===== src/sv/lffe_pkg.sv =====
`default_nettype none

package lffe_pkg;

    localparam int FRAME_W = 16;
    localparam int COUNT_W = 16;
    localparam int MASK_W  = 16;

    localparam logic [FRAME_W-1:0] EMPTY_FRAME  = 16'hFFFF;
    localparam logic [COUNT_W-1:0] EXPIRY_RESET = 16'd10800;

    localparam logic [2:0] VERDICT_TICK       = 3'd0;
    localparam logic [2:0] VERDICT_ACCEPT     = 3'd1;
    localparam logic [2:0] VERDICT_STALE      = 3'd2;
    localparam logic [2:0] VERDICT_WRONG_GAME = 3'd3;
    localparam logic [2:0] VERDICT_RELIABLE   = 3'd4;
    localparam logic [2:0] VERDICT_BAD_TYPE   = 3'd5;

    localparam logic [1:0] OP_PASS   = 2'd0;
    localparam logic [1:0] OP_FILTER = 2'd1;
    localparam logic [1:0] OP_TICK   = 2'd2;

    localparam logic [1:0] CFG_MY_GAME_ID   = 2'd0;
    localparam logic [1:0] CFG_EXPIRY       = 2'd1;
    localparam logic [1:0] CFG_TYPES_IN_USE = 2'd2;

    typedef struct packed {
        logic [1:0]         op;
        logic [2:0]         verdict;
        logic [3:0]         type_index;
        logic [FRAME_W-1:0] frame;
    } job_t;

    typedef struct packed {
        logic [2:0]        verdict;
        logic [MASK_W-1:0] expired_mask;
    } result_t;

endpackage

`default_nettype wire


===== src/sv/lffe_ram.sv =====
`default_nettype none

module lffe_ram #(
    parameter int WIDTH = 32,
    parameter int DEPTH = 16
) (
    input  wire logic                                  clk,
    input  wire logic                                  we,
    input  wire logic [(DEPTH > 1 ? $clog2(DEPTH) : 1)-1:0] waddr,
    input  wire logic [WIDTH-1:0]                      wdata,
    input  wire logic                                  re,
    input  wire logic [(DEPTH > 1 ? $clog2(DEPTH) : 1)-1:0] raddr,
    output logic      [WIDTH-1:0]                      rdata
);

    logic [WIDTH-1:0] mem [DEPTH];

    always_ff @(posedge clk)
    begin
        if (we)
        begin
            mem[waddr] <= wdata;
        end
        if (re)
        begin
            rdata <= mem[raddr];
        end
    end

endmodule

`default_nettype wire


===== src/sv/lffe_fifo.sv =====
`default_nettype none

module lffe_fifo #(
    parameter int WIDTH = 8,
    parameter int DEPTH = 2
) (
    input  wire logic             clk,
    input  wire logic             rst_n,
    input  wire logic             wr_en,
    input  wire logic [WIDTH-1:0] wr_data,
    input  wire logic             rd_en,
    output logic      [WIDTH-1:0] rd_data,
    output logic                  full,
    output logic                  empty
);

    localparam int PW = (DEPTH > 1) ? $clog2(DEPTH) : 1;
    localparam int CW = $clog2(DEPTH + 1);

    logic [WIDTH-1:0] mem_reg [DEPTH];
    logic [PW-1:0]    wr_ptr_reg, wr_ptr_next;
    logic [PW-1:0]    rd_ptr_reg, rd_ptr_next;
    logic [CW-1:0]    count_reg, count_next;
    logic             do_wr, do_rd;

    assign full    = (count_reg == CW'(DEPTH));
    assign empty   = (count_reg == '0);
    assign rd_data = mem_reg[rd_ptr_reg];
    assign do_wr   = wr_en && !full;
    assign do_rd   = rd_en && !empty;

    always_comb
    begin
        wr_ptr_next = wr_ptr_reg;
        rd_ptr_next = rd_ptr_reg;
        count_next  = count_reg;
        if (do_wr)
        begin
            wr_ptr_next = (32'(wr_ptr_reg) == DEPTH - 1) ? '0 : wr_ptr_reg + PW'(1);
        end
        if (do_rd)
        begin
            rd_ptr_next = (32'(rd_ptr_reg) == DEPTH - 1) ? '0 : rd_ptr_reg + PW'(1);
        end
        if (do_wr && !do_rd)
        begin
            count_next = count_reg + CW'(1);
        end
        else if (do_rd && !do_wr)
        begin
            count_next = count_reg - CW'(1);
        end
    end

    always_ff @(posedge clk or negedge rst_n)
    begin
        if (!rst_n)
        begin
            wr_ptr_reg <= '0;
            rd_ptr_reg <= '0;
            count_reg  <= '0;
        end
        else
        begin
            wr_ptr_reg <= wr_ptr_next;
            rd_ptr_reg <= rd_ptr_next;
            count_reg  <= count_next;
        end
    end

    always_ff @(posedge clk)
    begin
        if (do_wr)
        begin
            mem_reg[wr_ptr_reg] <= wr_data;
        end
    end

endmodule

`default_nettype wire


===== src/sv/lffe_front.sv =====
`default_nettype none

module lffe_front #(
    parameter int SLOT_COUNT = 16
) (
    input  wire logic                    cmd,
    input  wire logic [7:0]              game_id,
    input  wire logic [3:0]              type_index,
    input  wire logic [15:0]             frame,
    input  wire logic                    is_reliable,
    input  wire logic [7:0]              my_game_id,
    input  wire logic [4:0]              types_in_use,
    output lffe_pkg::job_t               job
);

    import lffe_pkg::*;

    logic bad_type;

    assign bad_type = ({1'b0, type_index} >= types_in_use)
                   || (32'(type_index) >= SLOT_COUNT);

    always_comb
    begin
        job.type_index = type_index;
        job.frame      = frame;
        job.verdict    = VERDICT_TICK;
        job.op         = OP_PASS;
        if (cmd)
        begin
            job.op = OP_TICK;
        end
        else if (game_id != my_game_id)
        begin
            job.verdict = VERDICT_WRONG_GAME;
        end
        else if (bad_type)
        begin
            job.verdict = VERDICT_BAD_TYPE;
        end
        else if (is_reliable)
        begin
            job.verdict = VERDICT_RELIABLE;
        end
        else
        begin
            job.op = OP_FILTER;
        end
    end

endmodule

`default_nettype wire


===== src/sv/lffe_back.sv =====
`default_nettype none

module lffe_back #(
    parameter int SLOT_COUNT = 16
) (
    input  wire logic            clk,
    input  wire logic            rst_n,
    input  wire lffe_pkg::job_t  job,
    input  wire logic            job_valid,
    output logic                 job_pop,
    input  wire logic            res_ready,
    output logic                 res_push,
    output lffe_pkg::result_t    res,
    input  wire logic [15:0]     expiry_frames
);

    import lffe_pkg::*;

    localparam int AW = (SLOT_COUNT > 1) ? $clog2(SLOT_COUNT) : 1;
    localparam int EW = FRAME_W + COUNT_W;

    localparam logic [1:0] S_IDLE = 2'd0;
    localparam logic [1:0] S_MSG  = 2'd1;
    localparam logic [1:0] S_TICK = 2'd2;

    logic [1:0]            state_reg, state_next;
    job_t                  job_reg, job_next;
    logic [AW-1:0]         cnt_reg, cnt_next;
    logic [MASK_W-1:0]     mask_reg, mask_next;
    logic [SLOT_COUNT-1:0] valid_reg, valid_next;

    logic                  ram_we, ram_re;
    logic [AW-1:0]         ram_waddr, ram_raddr;
    logic [EW-1:0]         ram_wdata, ram_rdata;

    logic [AW-1:0]         slot_addr, cur_addr;
    logic [FRAME_W-1:0]    entry_frame, diff, new_frame;
    logic [COUNT_W-1:0]    entry_count, dec_count, load_count;
    logic                  newer;
    logic [31:0]           slot_num;

    lffe_ram #(
        .WIDTH (EW),
        .DEPTH (SLOT_COUNT)
    ) u_slots (
        .clk   (clk),
        .we    (ram_we),
        .waddr (ram_waddr),
        .wdata (ram_wdata),
        .re    (ram_re),
        .raddr (ram_raddr),
        .rdata (ram_rdata)
    );

    assign slot_addr   = AW'(job_reg.type_index);
    assign cur_addr    = (state_reg == S_TICK) ? cnt_reg : slot_addr;
    assign entry_frame = valid_reg[cur_addr] ? ram_rdata[EW-1:COUNT_W] : EMPTY_FRAME;
    assign entry_count = valid_reg[cur_addr] ? ram_rdata[COUNT_W-1:0] : '0;
    assign diff        = job_reg.frame - entry_frame;
    assign newer       = (diff != '0) && !diff[FRAME_W-1];
    assign dec_count   = entry_count - COUNT_W'(1);
    assign load_count  = (expiry_frames == '0) ? COUNT_W'(1) : expiry_frames;
    assign slot_num    = 32'(cnt_reg);

    always_comb
    begin
        state_next = state_reg;
        job_next   = job_reg;
        cnt_next   = cnt_reg;
        mask_next  = mask_reg;
        valid_next = valid_reg;
        job_pop    = 1'b0;
        res_push   = 1'b0;
        res        = '0;
        ram_we     = 1'b0;
        ram_waddr  = cur_addr;
        ram_wdata  = '0;
        ram_re     = 1'b0;
        ram_raddr  = '0;
        new_frame  = entry_frame;
        case (state_reg)
            S_IDLE:
            begin
                if (job_valid && res_ready)
                begin
                    job_pop  = 1'b1;
                    job_next = job;
                    case (job.op)
                        OP_PASS:
                        begin
                            res_push    = 1'b1;
                            res.verdict = job.verdict;
                        end
                        OP_FILTER:
                        begin
                            ram_re     = 1'b1;
                            ram_raddr  = AW'(job.type_index);
                            state_next = S_MSG;
                        end
                        OP_TICK:
                        begin
                            ram_re     = 1'b1;
                            ram_raddr  = '0;
                            cnt_next   = '0;
                            mask_next  = '0;
                            state_next = S_TICK;
                        end
                        default:
                        begin
                            res_push    = 1'b1;
                            res.verdict = job.verdict;
                        end
                    endcase
                end
            end
            S_MSG:
            begin
                res_push = 1'b1;
                if ((entry_frame == EMPTY_FRAME) || newer)
                begin
                    ram_we                = 1'b1;
                    ram_waddr             = slot_addr;
                    ram_wdata             = {job_reg.frame, load_count};
                    valid_next[slot_addr] = 1'b1;
                    res.verdict           = VERDICT_ACCEPT;
                end
                else
                begin
                    res.verdict = VERDICT_STALE;
                end
                state_next = S_IDLE;
            end
            S_TICK:
            begin
                if (entry_count != '0)
                begin
                    if (dec_count == '0)
                    begin
                        new_frame = EMPTY_FRAME;
                        if (slot_num < 32'(MASK_W))
                        begin
                            mask_next[slot_num[3:0]] = 1'b1;
                        end
                    end
                    ram_we    = 1'b1;
                    ram_waddr = cnt_reg;
                    ram_wdata = {new_frame, dec_count};
                end
                if (slot_num == SLOT_COUNT - 1)
                begin
                    res_push         = 1'b1;
                    res.verdict      = VERDICT_TICK;
                    res.expired_mask = mask_next;
                    state_next       = S_IDLE;
                end
                else
                begin
                    ram_re    = 1'b1;
                    ram_raddr = cnt_reg + AW'(1);
                    cnt_next  = cnt_reg + AW'(1);
                end
            end
            default:
            begin
                state_next = S_IDLE;
            end
        endcase
    end

    always_ff @(posedge clk or negedge rst_n)
    begin
        if (!rst_n)
        begin
            state_reg <= S_IDLE;
            valid_reg <= '0;
            cnt_reg   <= '0;
        end
        else
        begin
            state_reg <= state_next;
            valid_reg <= valid_next;
            cnt_reg   <= cnt_next;
        end
    end

    always_ff @(posedge clk)
    begin
        job_reg  <= job_next;
        mask_reg <= mask_next;
    end

endmodule

`default_nettype wire


===== src/sv/latest_frame_filter_with_expiry.sv =====
// Freshness filter with aging for received messages, one slot per message type.
// Input channel: an item (cmd, game_id, type_index, frame, is_reliable) is a
// transaction when push is high and full is low. Result channel: the oldest
// result (verdict, expired_mask) is shown while empty is low and is a
// transaction when pop is high. Configuration writes use cfg_valid/cfg_ready
// with cfg_index and cfg_data; cfg_ready is always high.
// The front end classifies each item in the cycle it arrives and stores it in
// a two-entry job queue. The back end executes one job at a time against the
// slot memory: wrong game, bad type and reliable messages pass straight to a
// result, an unreliable message takes a memory read, then compare and write,
// and a tick walks the slot memory one slot per cycle. A result passes from
// the job queue through the back end into the output queue before it is shown.
// Results wait in a two-entry output queue; when the receiver stalls, that
// queue fills, the back end stops, the job queue fills and full rises.
// Reset empties both queues, restores the register defaults and marks every
// slot as empty and inactive at once; there is no clearing pass.
`default_nettype none

module latest_frame_filter_with_expiry #(
    parameter int SLOT_COUNT = 16
) (
    input  wire logic        clk,
    input  wire logic        rst_n,
    input  wire logic        push,
    output logic             full,
    input  wire logic        cmd,
    input  wire logic [7:0]  game_id,
    input  wire logic [3:0]  type_index,
    input  wire logic [15:0] frame,
    input  wire logic        is_reliable,
    output logic             empty,
    input  wire logic        pop,
    output logic      [2:0]  verdict,
    output logic      [15:0] expired_mask,
    input  wire logic        cfg_valid,
    output logic             cfg_ready,
    input  wire logic [1:0]  cfg_index,
    input  wire logic [15:0] cfg_data
);

    import lffe_pkg::*;

    localparam int QUEUE_DEPTH = 2;

    logic [7:0]  my_game_id_reg;
    logic [15:0] expiry_frames_reg;
    logic [4:0]  types_in_use_reg;

    job_t        front_job, back_job;
    logic        job_full, job_empty, job_pop;
    result_t     back_res, out_res;
    logic        res_full, res_push;

    assign cfg_ready = 1'b1;

    always_ff @(posedge clk or negedge rst_n)
    begin
        if (!rst_n)
        begin
            my_game_id_reg    <= '0;
            expiry_frames_reg <= EXPIRY_RESET;
            types_in_use_reg  <= '0;
        end
        else if (cfg_valid)
        begin
            case (cfg_index)
                CFG_MY_GAME_ID:   my_game_id_reg    <= cfg_data[7:0];
                CFG_EXPIRY:       expiry_frames_reg <= cfg_data;
                CFG_TYPES_IN_USE: types_in_use_reg  <= cfg_data[4:0];
                default:          ;
            endcase
        end
    end

    lffe_front #(
        .SLOT_COUNT (SLOT_COUNT)
    ) u_front (
        .cmd          (cmd),
        .game_id      (game_id),
        .type_index   (type_index),
        .frame        (frame),
        .is_reliable  (is_reliable),
        .my_game_id   (my_game_id_reg),
        .types_in_use (types_in_use_reg),
        .job          (front_job)
    );

    lffe_fifo #(
        .WIDTH ($bits(job_t)),
        .DEPTH (QUEUE_DEPTH)
    ) u_job_queue (
        .clk     (clk),
        .rst_n   (rst_n),
        .wr_en   (push),
        .wr_data (front_job),
        .rd_en   (job_pop),
        .rd_data (back_job),
        .full    (job_full),
        .empty   (job_empty)
    );

    assign full = job_full;

    lffe_back #(
        .SLOT_COUNT (SLOT_COUNT)
    ) u_back (
        .clk           (clk),
        .rst_n         (rst_n),
        .job           (back_job),
        .job_valid     (!job_empty),
        .job_pop       (job_pop),
        .res_ready     (!res_full),
        .res_push      (res_push),
        .res           (back_res),
        .expiry_frames (expiry_frames_reg)
    );

    lffe_fifo #(
        .WIDTH ($bits(result_t)),
        .DEPTH (QUEUE_DEPTH)
    ) u_res_queue (
        .clk     (clk),
        .rst_n   (rst_n),
        .wr_en   (res_push),
        .wr_data (back_res),
        .rd_en   (pop),
        .rd_data (out_res),
        .full    (res_full),
        .empty   (empty)
    );

    assign verdict      = out_res.verdict;
    assign expired_mask = out_res.expired_mask;

endmodule

`default_nettype wire

===== config.mk =====
export PLATFORM = sky130hd
export DESIGN_NAME = latest_frame_filter_with_expiry
export DESIGN_NICKNAME = d
export VERILOG_FILES = /design/src/sv/lffe_pkg.sv /design/src/sv/lffe_ram.sv /design/src/sv/lffe_fifo.sv /design/src/sv/lffe_front.sv /design/src/sv/lffe_back.sv /design/src/sv/latest_frame_filter_with_expiry.sv
export SDC_FILE = /design/constraint.sdc
export NUM_CORES = 1
export LEC_CHECK = 0
export BUFFER_PORTS_ARGS = -buffer_cell sky130_fd_sc_hd__buf_2
export CAP_MARGIN = 40
export CORE_MARGIN = 10
export CORE_UTILIZATION = 55
export DETAILED_ROUTE_END_ITERATION = 12
export PLACE_DENSITY = 0.76
export SYNTH_ARGS = -nofsm -noshare
export SYNTH_HDL_FRONTEND = slang
export SYNTH_HIERARCHICAL = 1
export SYNTH_SLANG_ARGS = --single-unit

===== constraint.sdc =====
create_clock -name clk -period 8.4 [get_ports clk]
set_input_delay 0.84 -clock clk [delete_from_list [all_inputs] [get_ports clk]]
set_output_delay 0.84 -clock clk [all_outputs]
set_load 0.02 [all_outputs]

Word-level counts from Yosys, hierarchy flattened
Memories as Yosys holds them, arrays and structs flattened. A register that Yosys moved wholly into a read port is not among the register bits.
Index checks and enable logic that the tools add are counted.
Widths: inputs -> output; s select.
{"block": "classes", "add_sub_neg": 11, "magnitude_cmp": 7, "eq_ne": 16, "n_mux": 76, "bitwise": 2, "reduce_logical": 42}
{"operator": "$mux 16", "n": 11}
{"operator": "$mux 32", "n": 2}
{"operator": "$pmux 32 s2", "n": 1}
{"operator": "$mux 4", "n": 9}
{"operator": "$logic_not 16->1", "n": 2}
{"operator": "$or 16x16->16", "n": 2}
{"operator": "$pmux 16 s2", "n": 1}
{"operator": "$reduce_bool 16->1", "n": 2}
{"operator": "$mux 1", "n": 24}
{"operator": "$pmux 4 s2", "n": 3}
{"operator": "$lt 4x5->1 const B", "n": 4}
{"operator": "$mux 2", "n": 10}
{"operator": "$mux 3", "n": 6}
{"operator": "$eq 16x16->1 const B", "n": 1}
{"operator": "$sub 16x1->16 const B", "n": 1}
{"operator": "$sub 16x16->16", "n": 1}
{"operator": "$logic_and 1x1->1", "n": 12}
{"operator": "$eq 2x2->1 const B", "n": 5}
{"operator": "$reduce_and 2->1", "n": 5}
{"operator": "$logic_not 1->1", "n": 9}
{"operator": "$pmux 3 s3", "n": 1}
{"operator": "$demux 1 s4", "n": 2}
{"operator": "$ge 4x1->1 const B", "n": 2}
{"operator": "$logic_not 2->1", "n": 4}
{"operator": "other kinds (20)", "n": 34}
{"block": "word_totals", "reg_bits": 95, "mem_bits_rw": 600, "word_cells": 172, "n_memories": 3}
{"memory": "u_back.u_slots.mem", "words": 16, "word_bits": 32, "rd": 1, "rd_clocked_by_memory_dff": 1, "wr": 1, "line_no": "lffe_ram.sv:16", "text": "logic [WIDTH-1:0] mem [DEPTH];"}
{"memory": "u_job_queue.mem_reg", "words": 2, "word_bits": 25, "rd": 1, "rd_clocked_by_memory_dff": 0, "wr": 1, "line_no": "lffe_fifo.sv:20", "text": "logic [WIDTH-1:0] mem_reg [DEPTH];"}
{"memory": "u_res_queue.mem_reg", "words": 2, "word_bits": 19, "rd": 1, "rd_clocked_by_memory_dff": 0, "wr": 1, "line_no": "lffe_fifo.sv:20"}

Longest topological paths before layout
Gate-level depths: netlist (run 1).
{"block": "depth", "depth_word": 13, "depth_mapped": 26}

Modules after synthesis
The synthesis (run 1) kept the hierarchy.
{"mod": "lffe_ram", "instances": 1, "cells_each": 838, "area_per_inst_um2": 20155.6}
{"mod": "lffe_back", "instances": 1, "cells_each": 584, "area_per_inst_um2": 5001.0}
{"mod": "lffe_fifo (u_job_queue)", "instances": 1, "cells_each": 97, "area_per_inst_um2": 2102.0}
{"mod": "lffe_fifo (u_res_queue)", "instances": 1, "cells_each": 78, "area_per_inst_um2": 1566.5}
{"mod": "latest_frame_filter_with_expiry", "instances": 1, "cells_each": 66, "area_per_inst_um2": 1134.8}
{"mod": "lffe_front", "instances": 1, "cells_each": 52, "area_per_inst_um2": 417.9}

Least setup slack after synthesis (run 1)
OpenSTA, ideal clock, no wires.
{"block": "synth_timing", "path_type": "register to register", "from": "reg u_back.state_reg[0]", "to": "mem u_back.u_slots.mem[0][0], enable pin", "setup_time_ps": 461, "t_arrival_ps": 7892, "t_required_ps": 7939, "setup_slack_ps": 47, "path_stages_with_launch": 24, "path_cell_list": "dfrtp_1 > inv_1 > ha_1 > mux2i_2 > mux4_1 > o22ai_1 > or3_1 > buf_6 > buf_6 > clkbuf_1 > clkbuf_1 > nor2_1 > fa_1 > a211oi_1 > o21ai_0 > a221o_1 > a21o_1 > nor4_1 > a31oi_1 > o21ai_4 > buf_2 > o21ai_0 > or3b_2 > nor3_1"}
{"block": "synth_between", "word_cells_on_any_way": 22}
{"item": "start, declared", "line_no": "lffe_back.sv:26", "text": "logic [1:0] state_reg, state_next;"}
{"item": "start signal, assigned", "line_no": "lffe_back.sv:180", "text": "state_reg <= state_next;"}
{"item": "$eq 2x2->1", "line_no": "lffe_back.sv:56, lffe_back.sv:81"}
{"item": "$mux 4", "line_no": "lffe_back.sv:56", "text": "assign cur_addr = (state_reg == S_TICK) ? cnt_reg : slot_addr;"}
{"item": "$bmux 1 s4", "line_no": "lffe_back.sv:57, lffe_back.sv:58"}
{"item": "$mux 1 (not written as such)", "line_no": "lffe_back.sv:57, lffe_back.sv:58"}
{"item": "$mux 16", "line_no": "lffe_back.sv:57", "text": "assign entry_frame = valid_reg[cur_addr] ? ram_rdata[EW-1:COUNT_W] : EMPTY_FRAME;"}
{"item": "$sub 16x16->16", "line_no": "lffe_back.sv:59", "text": "assign diff = job_reg.frame - entry_frame;"}
{"item": "$reduce_bool 16->1 or $logic_not 1->1 (tied branches)", "line_no": "lffe_back.sv:60", "text": "assign newer = (diff != '0) && !diff[FRAME_W-1];"}
{"item": "$logic_and 1x1->1", "line_no": "lffe_back.sv:60"}
{"item": "$logic_or 1x1->1", "line_no": "lffe_back.sv:119", "text": "if ((entry_frame == EMPTY_FRAME) || newer)"}
{"item": "$mux 4", "line_no": "lffe_back.sv:119"}
{"item": "$pmux 4 s2 *", "line_no": "lffe_back.sv:81", "text": "case (state_reg)"}
{"item": "named net u_back.ram_waddr[2]", "line_no": "lffe_back.sv:33", "text": "logic [AW-1:0] ram_waddr, ram_raddr;"}
{"item": "end, declared", "line_no": "lffe_ram.sv:16"}
The timed path passes the listed nets; every way through them passes the cells marked *. The select of a mux whose other input is x is not followed.

Worst setup path in the final report (run 1)
{"block": "layout_timing", "from": "reg u_back.state_reg[0]", "to": "mem u_back.u_slots.mem[10][6], enable pin"}
The elaborated chain is that of the path after synthesis.

==> results_dict.tcl, run 1 <==
set metrics [dict create \
    status "completed" \
    clock-sinks 727 \
    ys_async_sr_fraction_pct 8.116 \
    start_kind "flop" \
    worst-setup-path-type "reg2reg" \
    p_total_uw 12290 \
    final.min_clock_period_ns 7.770 \
    tns_ns 0 \
    largest_reg_flops 512 \
    critPathMaxFanout 41 \
    drt_wl_total_um 67470 \
    drc_errors 0 \
    dieArea_um2 65030 \
    cts-resized-gates 0 \
    antenna_cells 0 \
    power_density_nw_per_um2 359.5 \
    synth_warnings 6 \
    hp-class "in2async" \
    synth_area_um2 30380 \
    yosysTopAreaCell "edfxtp_1" \
    cts_htree_levels 3 \
    grt_max_degree 114 \
    io_buffers 73 \
    n_fill_cell 3708 \
    start_util_pct 55.36 \
    synth.area.top_cells "edfxtp_1, mux4_2, dfrtp_1" \
    rr_worst_depth 21 \
    avgSynthCellArea_um2 17.71 \
    setup_ws_ns 0.6299 \
    synth_nets 1803 \
    core_area_um2 54880 \
    clk_pin_slew_ns 0.06 \
    ctsLongestPathBuffers 3 \
    syn_to_final_growth_pct 12.59 \
    r2r_start "u_back/state_reg[0]" \
    ant_nets 0 \
    multi_input_area_um2 8224 \
    dp_hpwl_um 43270 \
    drt_iter0_markers 1775 \
    clock_latency_ns 0.61 \
    synth_cell_types 83 \
    drive_above_1_share_pct 25.87 \
    numCtsBuffers 71 \
    cap_viol_max_count 0 \
    cp-end-kind "flop" \
    ir_drop_mv 0.1991 \
    synthCells 1715 \
    skew_ns 0.03331 \
    grt_first_pass_wirelength_um 102700 \
    antenna_found_initial 1 \
    synthFlopType "edfxtp_1" \
    grt_usage_pct 20.97 \
    p_leak_uw 0.01157 \
    cts_tree "built" \
    worstMarginPinSlew_ns 0.9207 \
    grt_overflow 0 \
    first_pass_iters 8 \
    rows 86 \
    yosysSeqAreaShare_pct 70.91 \
    dp_slack_ns 0.7781 \
    fin_nets 1910 \
    netlist.area_leader.share_pct 66.03 \
    critPathLaunch "u_back/state_reg[0]" \
    grt_pass1_vias 16660 \
    cp.arrival_ns 8.04 \
    postCtsHoldBufs 0 \
    rsz0062_at_grt "no" \
    synth_seq_cells 727 \
    cts_root_buf "clkbuf_16" \
    slew_headroom_pct 38.62 \
    die_w_um 255.0 \
    fmax_mhz 128.7 \
    wl_per_cell_um 26.16 \
    via_count 16417 \
    drv_slew 0 \
    cts_setup_buffers 0 \
    fp.dieH_um 255.0 \
    ios 75 \
    cp.required_ns 8.67 \
    period_share_pct 92.50 \
    gp_congestion 0.8667 \
    setup_viol 0 \
    regArea_um2 21540 \
    finalHoldViolCount 0 \
    synth_enable_flop_cells 668 \
    vias_per_cell 6.366 \
]
-- stage by stage --
stage	instance area, um^2	hold WS (ns)	cells	util, %
after floorplan	30380	0.4229	1715	-
after global placement	31540	0.4604	2436	57.48
after detailed placement	31890	0.4583	2453	58.11
after CTS	34200	0.3979	2579	62.32
after global routing	34200	0.4160	2579	62.32
final	34200	0.3808	2579	62.32
-- critical path, cell delays in order, from the launching register on --
cell,delay (ns)
dfrtp_1,0.42
inv_1,0.11
ha_1,0.51
mux2i_2,0.42
mux4_1,0.60
o22ai_1,0.15
or3_1,0.17
buf_4,0.42
nor2_1,0.16
fa_1,0.47
a211oi_1,0.42
o21ai_0,0.25
a221o_1,0.36
a21o_1,0.18
nor4_1,0.34
a31oi_1,0.22
o21ai_4,0.16
buf_4,0.31
o21ai_0,0.27
nand3b_1,0.48
nor2_4,0.57
buf_4,0.40
-- layer usage --
metal  vias to the layer above  GRT usage (%)  wire length, um
li1                       7030              -                -
met4                         2          7.973             2016
met5                         -              0               10
met3                       130          5.025             6280
met1                      8442          27.99            26620
met2                       813          33.19            32550
-- placed cells by master, fill, tap and decap left out, types with 12 or more instances in the layout --
cell	count
a21oi_1	17
o21bai_1	13
nand2_1	133
a22oi_1	70
clkbuf_16	73
o21ai_0	31
o22ai_1	12
nor3_1	21
buf_2	74
mux2_1	19
clkinv_2	12
mux2_2	36
xor2_1	23
dfrtp_1	54
buf_4	51
ha_1	34
xnor2_1	13
and3_1	16
nor2_1	57
nor2_4	13
a32o_1	13
inv_1	40
mux4_2	128
clkinv_1	12
edfxtp_1	668
mux2_4	19
clkbuf_1	12
-- power breakdown --
group	internal, uW	switching [uW]
clock network	1850	1300
logic	1550	2470
registers	4780	345
-- layout make-up --
cell class                      instances  share of cell area, %
Clock inverter                         40                  1.244
Clock buffer                           86                  5.513
Tap cell                              704                  2.575
Multi-Input combinational cell        843                  24.05
Sequential cell                       727                  62.99
Inverter                               40                 0.4390
Timing Repair Buffer                  139                  3.197
-- worst paths after layout --
check / to / slack, ns
setup reg to reg: u_back/u_slots/mem[10][6] / 0.63
max in group asynchronous: expiry_frames_reg[14] / 7.45
hold / removal: u_job_queue/count_reg[0] / 0.38
hold reg to reg: u_back/valid_reg[7] / 0.49
min in group clk: u_job_queue/mem_reg[1][9] / 0.43
setup / recovery: u_back/u_slots/mem[10][6] / 0.63
-- synth_stat cells, types with 8 or more instances --
library cell	n
o211ai_1	8
buf_2	13
nand3_1	11
nor4_1	9
dfrtp_1	54
o21bai_1	13
nor2b_1	8
edfxtp_1	668
o21ai_0	33
mux2_2	36
a21oi_1	17
mux4_2	128
o22ai_1	12
xor2_1	23
nand4_1	8
nor2_1	71
inv_1	40
clkbuf_1	38
mux2_1	19
nor3_1	25
a32o_1	14
buf_6	8
xnor2_1	13
and2_1	10
o211ai_2	10
and3_1	16
buf_1	10
nand2b_1	11
mux2_4	19
buf_4	34
ha_1	34
a22oi_1	70
nand2_1	133
-- logic make-up after synthesis --
| group | count (synthesis) | share of synthesized area [%] |
|---|---|---|
| xor+xnor | 36 | 1.038 |
| compound gates | 232 | 5.758 |
| buf+inv | 145 | 2.570 |
| other cells | 1 | 0.01234 |
| simple gates | 329 | 5.284 |
| mux | 210 | 12.96 |
| fa+ha+maj | 35 | 1.466 |
| flops | 727 | 70.91 |
Note: power is estimated with default switching activity, not from simulation.
==> run 2: changes to the inputs <==
--- a/config.mk
+++ b/config.mk
@@ -10,7 +10,9 @@
 export CORE_MARGIN = 10
 export CORE_UTILIZATION = 55
 export DETAILED_ROUTE_END_ITERATION = 12
+export HOLD_SLACK_MARGIN = 0.03
 export PLACE_DENSITY = 0.76
+export RECOVER_POWER = 50
 export SYNTH_ARGS = -nofsm -noshare
 export SYNTH_HDL_FRONTEND = slang
 export SYNTH_HIERARCHICAL = 1
==> run 2 against run 1 <==
The flow now finishes with violations (max-capacitance violations, max-slew violations). Combinational power shrank 3%. First-iteration DRC count grew 1.7%. Sequential cell count did not move. Register-to-register slack better by 0.04 ns. Fmax grew 0.55%. Global-route usage unchanged. Cell area decreased by 1.1%. Utilization decreased by 0.67 points. Via count decreased by 0.74%. Highest routed layer unchanged. Cell count unchanged. Clock skew rose by 0.0012 ns. Worst hold slack gained 0.054 ns.
==> results_dict.tcl, run 2 (synthesis results as in run 1) <==
set metrics [dict create \
    status "finished, violations left" \
    violations "max-capacitance violations, max-slew violations" \
    p_leak_uw 0.01120 \
    clock_latency_ns 0.61 \
    numCtsBuffers 71 \
    final_common_cell "edfxtp_1" \
    syn_to_final_growth_pct 11.37 \
    path_cells "inv_1 > ha_1 > mux2i_2 > mux4_1 > o22ai_1 > or3_1 > buf_4 > nor2_1 > fa_1 > a211oi_1 > o21ai_0 > a221o_1 > a21o_1 > nor4_1 > a31oi_1 > o21ai_4 > buf_4 > o21ai_0 > nand3b_1 > nor2_4 > buf_4" \
    fin_hold_ws_ns 0.4350 \
    fin_nets 1910 \
    hp-class "in2reg" \
    grt_overflow 0 \
    grt_first_pass_wirelength_um 102700 \
    ios 75 \
    drive_above_1_share_pct 20.80 \
    cp_common_cell "buf_4" \
    clk_pin_slew_ns 0.06 \
    start_util_pct 55.36 \
    dp_hpwl_um 43270 \
    cts_setup_buffers 0 \
    antenna_found_initial 1 \
    via_count 16295 \
    worst-setup-path-type "reg2reg" \
    clock-sinks 727 \
    fp.dieH_um 255.0 \
    cpPeakStageDelay_ns 0.61 \
    cp.arrival_ns 8.01 \
    worstMarginPinSlew_ns 3.275 \
    antenna_cells 0 \
    rsz0062_at_grt "no" \
    drt_wl_total_um 67250 \
    slowest_stage "mux4_1" \
    cts_tree "built" \
    skew_ns 0.03447 \
    setup_viol 0 \
    fmax_mhz 129.4 \
    power_density_nw_per_um2 359.8 \
    critPathMaxFanout 41 \
    vias_per_cell 6.318 \
    rows 86 \
    die_w_um 255.0 \
    io_buffers 73 \
    cp-end-kind "flop" \
    cap_viol_max_count 8 \
    n_fill_cell 3795 \
    tns_ns 0 \
    finalHoldViolCount 0 \
    final.min_clock_period_ns 7.727 \
    largest_reg_flops 512 \
    drv_slew 277 \
    cts_htree_levels 3 \
    drc_errors 0 \
    drt_iter0_markers 1806 \
    layout_common_cells "edfxtp_1, nand2_1, mux4_2" \
    cts_root_buf "clkbuf_16" \
    ant_nets 0 \
    ctsLongestPathBuffers 3 \
    ir_drop_mv 0.1935 \
    start_kind "flop" \
    grt_usage_pct 20.97 \
    first_pass_iters 5 \
    slew_headroom_pct -118.3 \
    dieArea_um2 65030 \
    gp_congestion 0.8667 \
    cp.required_ns 8.68 \
    core_area_um2 54880 \
    wl_per_cell_um 26.08 \
    grt_max_degree 114 \
    period_share_pct 91.99 \
    grt_pass1_vias 16660 \
]
## run 2: changes by cell type in the layout (fill, tap and decap cells not counted), sizes merged
cell | before | now
clkbuf | 86 | 146
buf | 139 | 79
## run 2: what timing repair did
item,in CTS,in global routing
resized for setup,0,1
endpoints found under the setup margin,0,56
hold endpoints to repair,0,0
hold buffers,0,0
## run 2: final timing paths
kind                       depth (start not counted)                        end  slack, ns           startpoint
setup / recovery                                  21   u_back/u_slots/mem[9][3]       0.67  u_back/state_reg[0]
hold / removal                                     1  u_job_queue/mem_reg[1][8]       0.43             frame[8]
setup reg to reg                                  21   u_back/u_slots/mem[9][3]       0.67  u_back/state_reg[0]
hold reg to reg                                    1        u_back/valid_reg[6]       0.49  u_back/valid_reg[6]
max in group asynchronous                          2      expiry_frames_reg[14]       5.08                rst_n
min in group asynchronous                          2     u_job_queue/rd_ptr_reg       1.42                rst_n
## run 2: power breakdown
part           switching (uW)  internal [uW]
sequential                341           4790
clock                    1300           1850
combinational            2430           1450
total                    4080           8100
## run 2: worst max-delay path: cells and delay by family (launching register included)
family | cells | cell delay [ns]
AO/OA/AOI/OAI | 8 | 1.99
adder cells (fa/ha/maj) | 2 | 0.97
buffers and inverters | 4 | 1.19
flip-flops | 1 | 0.41
multiplexers | 2 | 1.04
AND/OR/NAND/NOR | 5 | 1.72
## run 2: through the flow
| stage | total power, uW | cell area, um^2 | util, % | setup slack, ns | cells |
|---|---|---|---|---|---|
| floorplan | 7961 | 30380 | - | 0.04661 | 1715 |
| global placement | 8997 | 31540 | 57.48 | 0.8034 | 2436 |
| detailed placement | 9155 | 31890 | 58.11 | 0.7781 | 2453 |
| CTS | 12340 | 34200 | 62.32 | 0.5480 | 2579 |
| global route | 12780 | 33830 | 61.65 | 0.1409 | 2579 |
| finish | 12170 | 33830 | 61.65 | 0.6728 | 2579 |
## run 2: layout make-up
| cell class | instances | area [um^2] | area share, % |
|---|---|---|---|
| Clock buffer | 86 | 1886 | 5.573 |
| Clock inverter | 40 | 425.4 | 1.257 |
| Inverter | 40 | 150.1 | 0.4438 |
| Multi-Input combinational cell | 843 | 8028 | 23.73 |
| Sequential cell | 727 | 21540 | 63.67 |
| Tap cell | 704 | 880.8 | 2.604 |
| Timing Repair Buffer | 139 | 920.9 | 2.722 |
## run 2: metal layers
layer	vias to the layer above	routed length, um	global-route usage, %
met5	-	10	0
met4	2	1994	7.973
met3	137	6479	5.025
met2	826	32460	33.19
met1	8304	26310	27.99
li1	7026	-	-
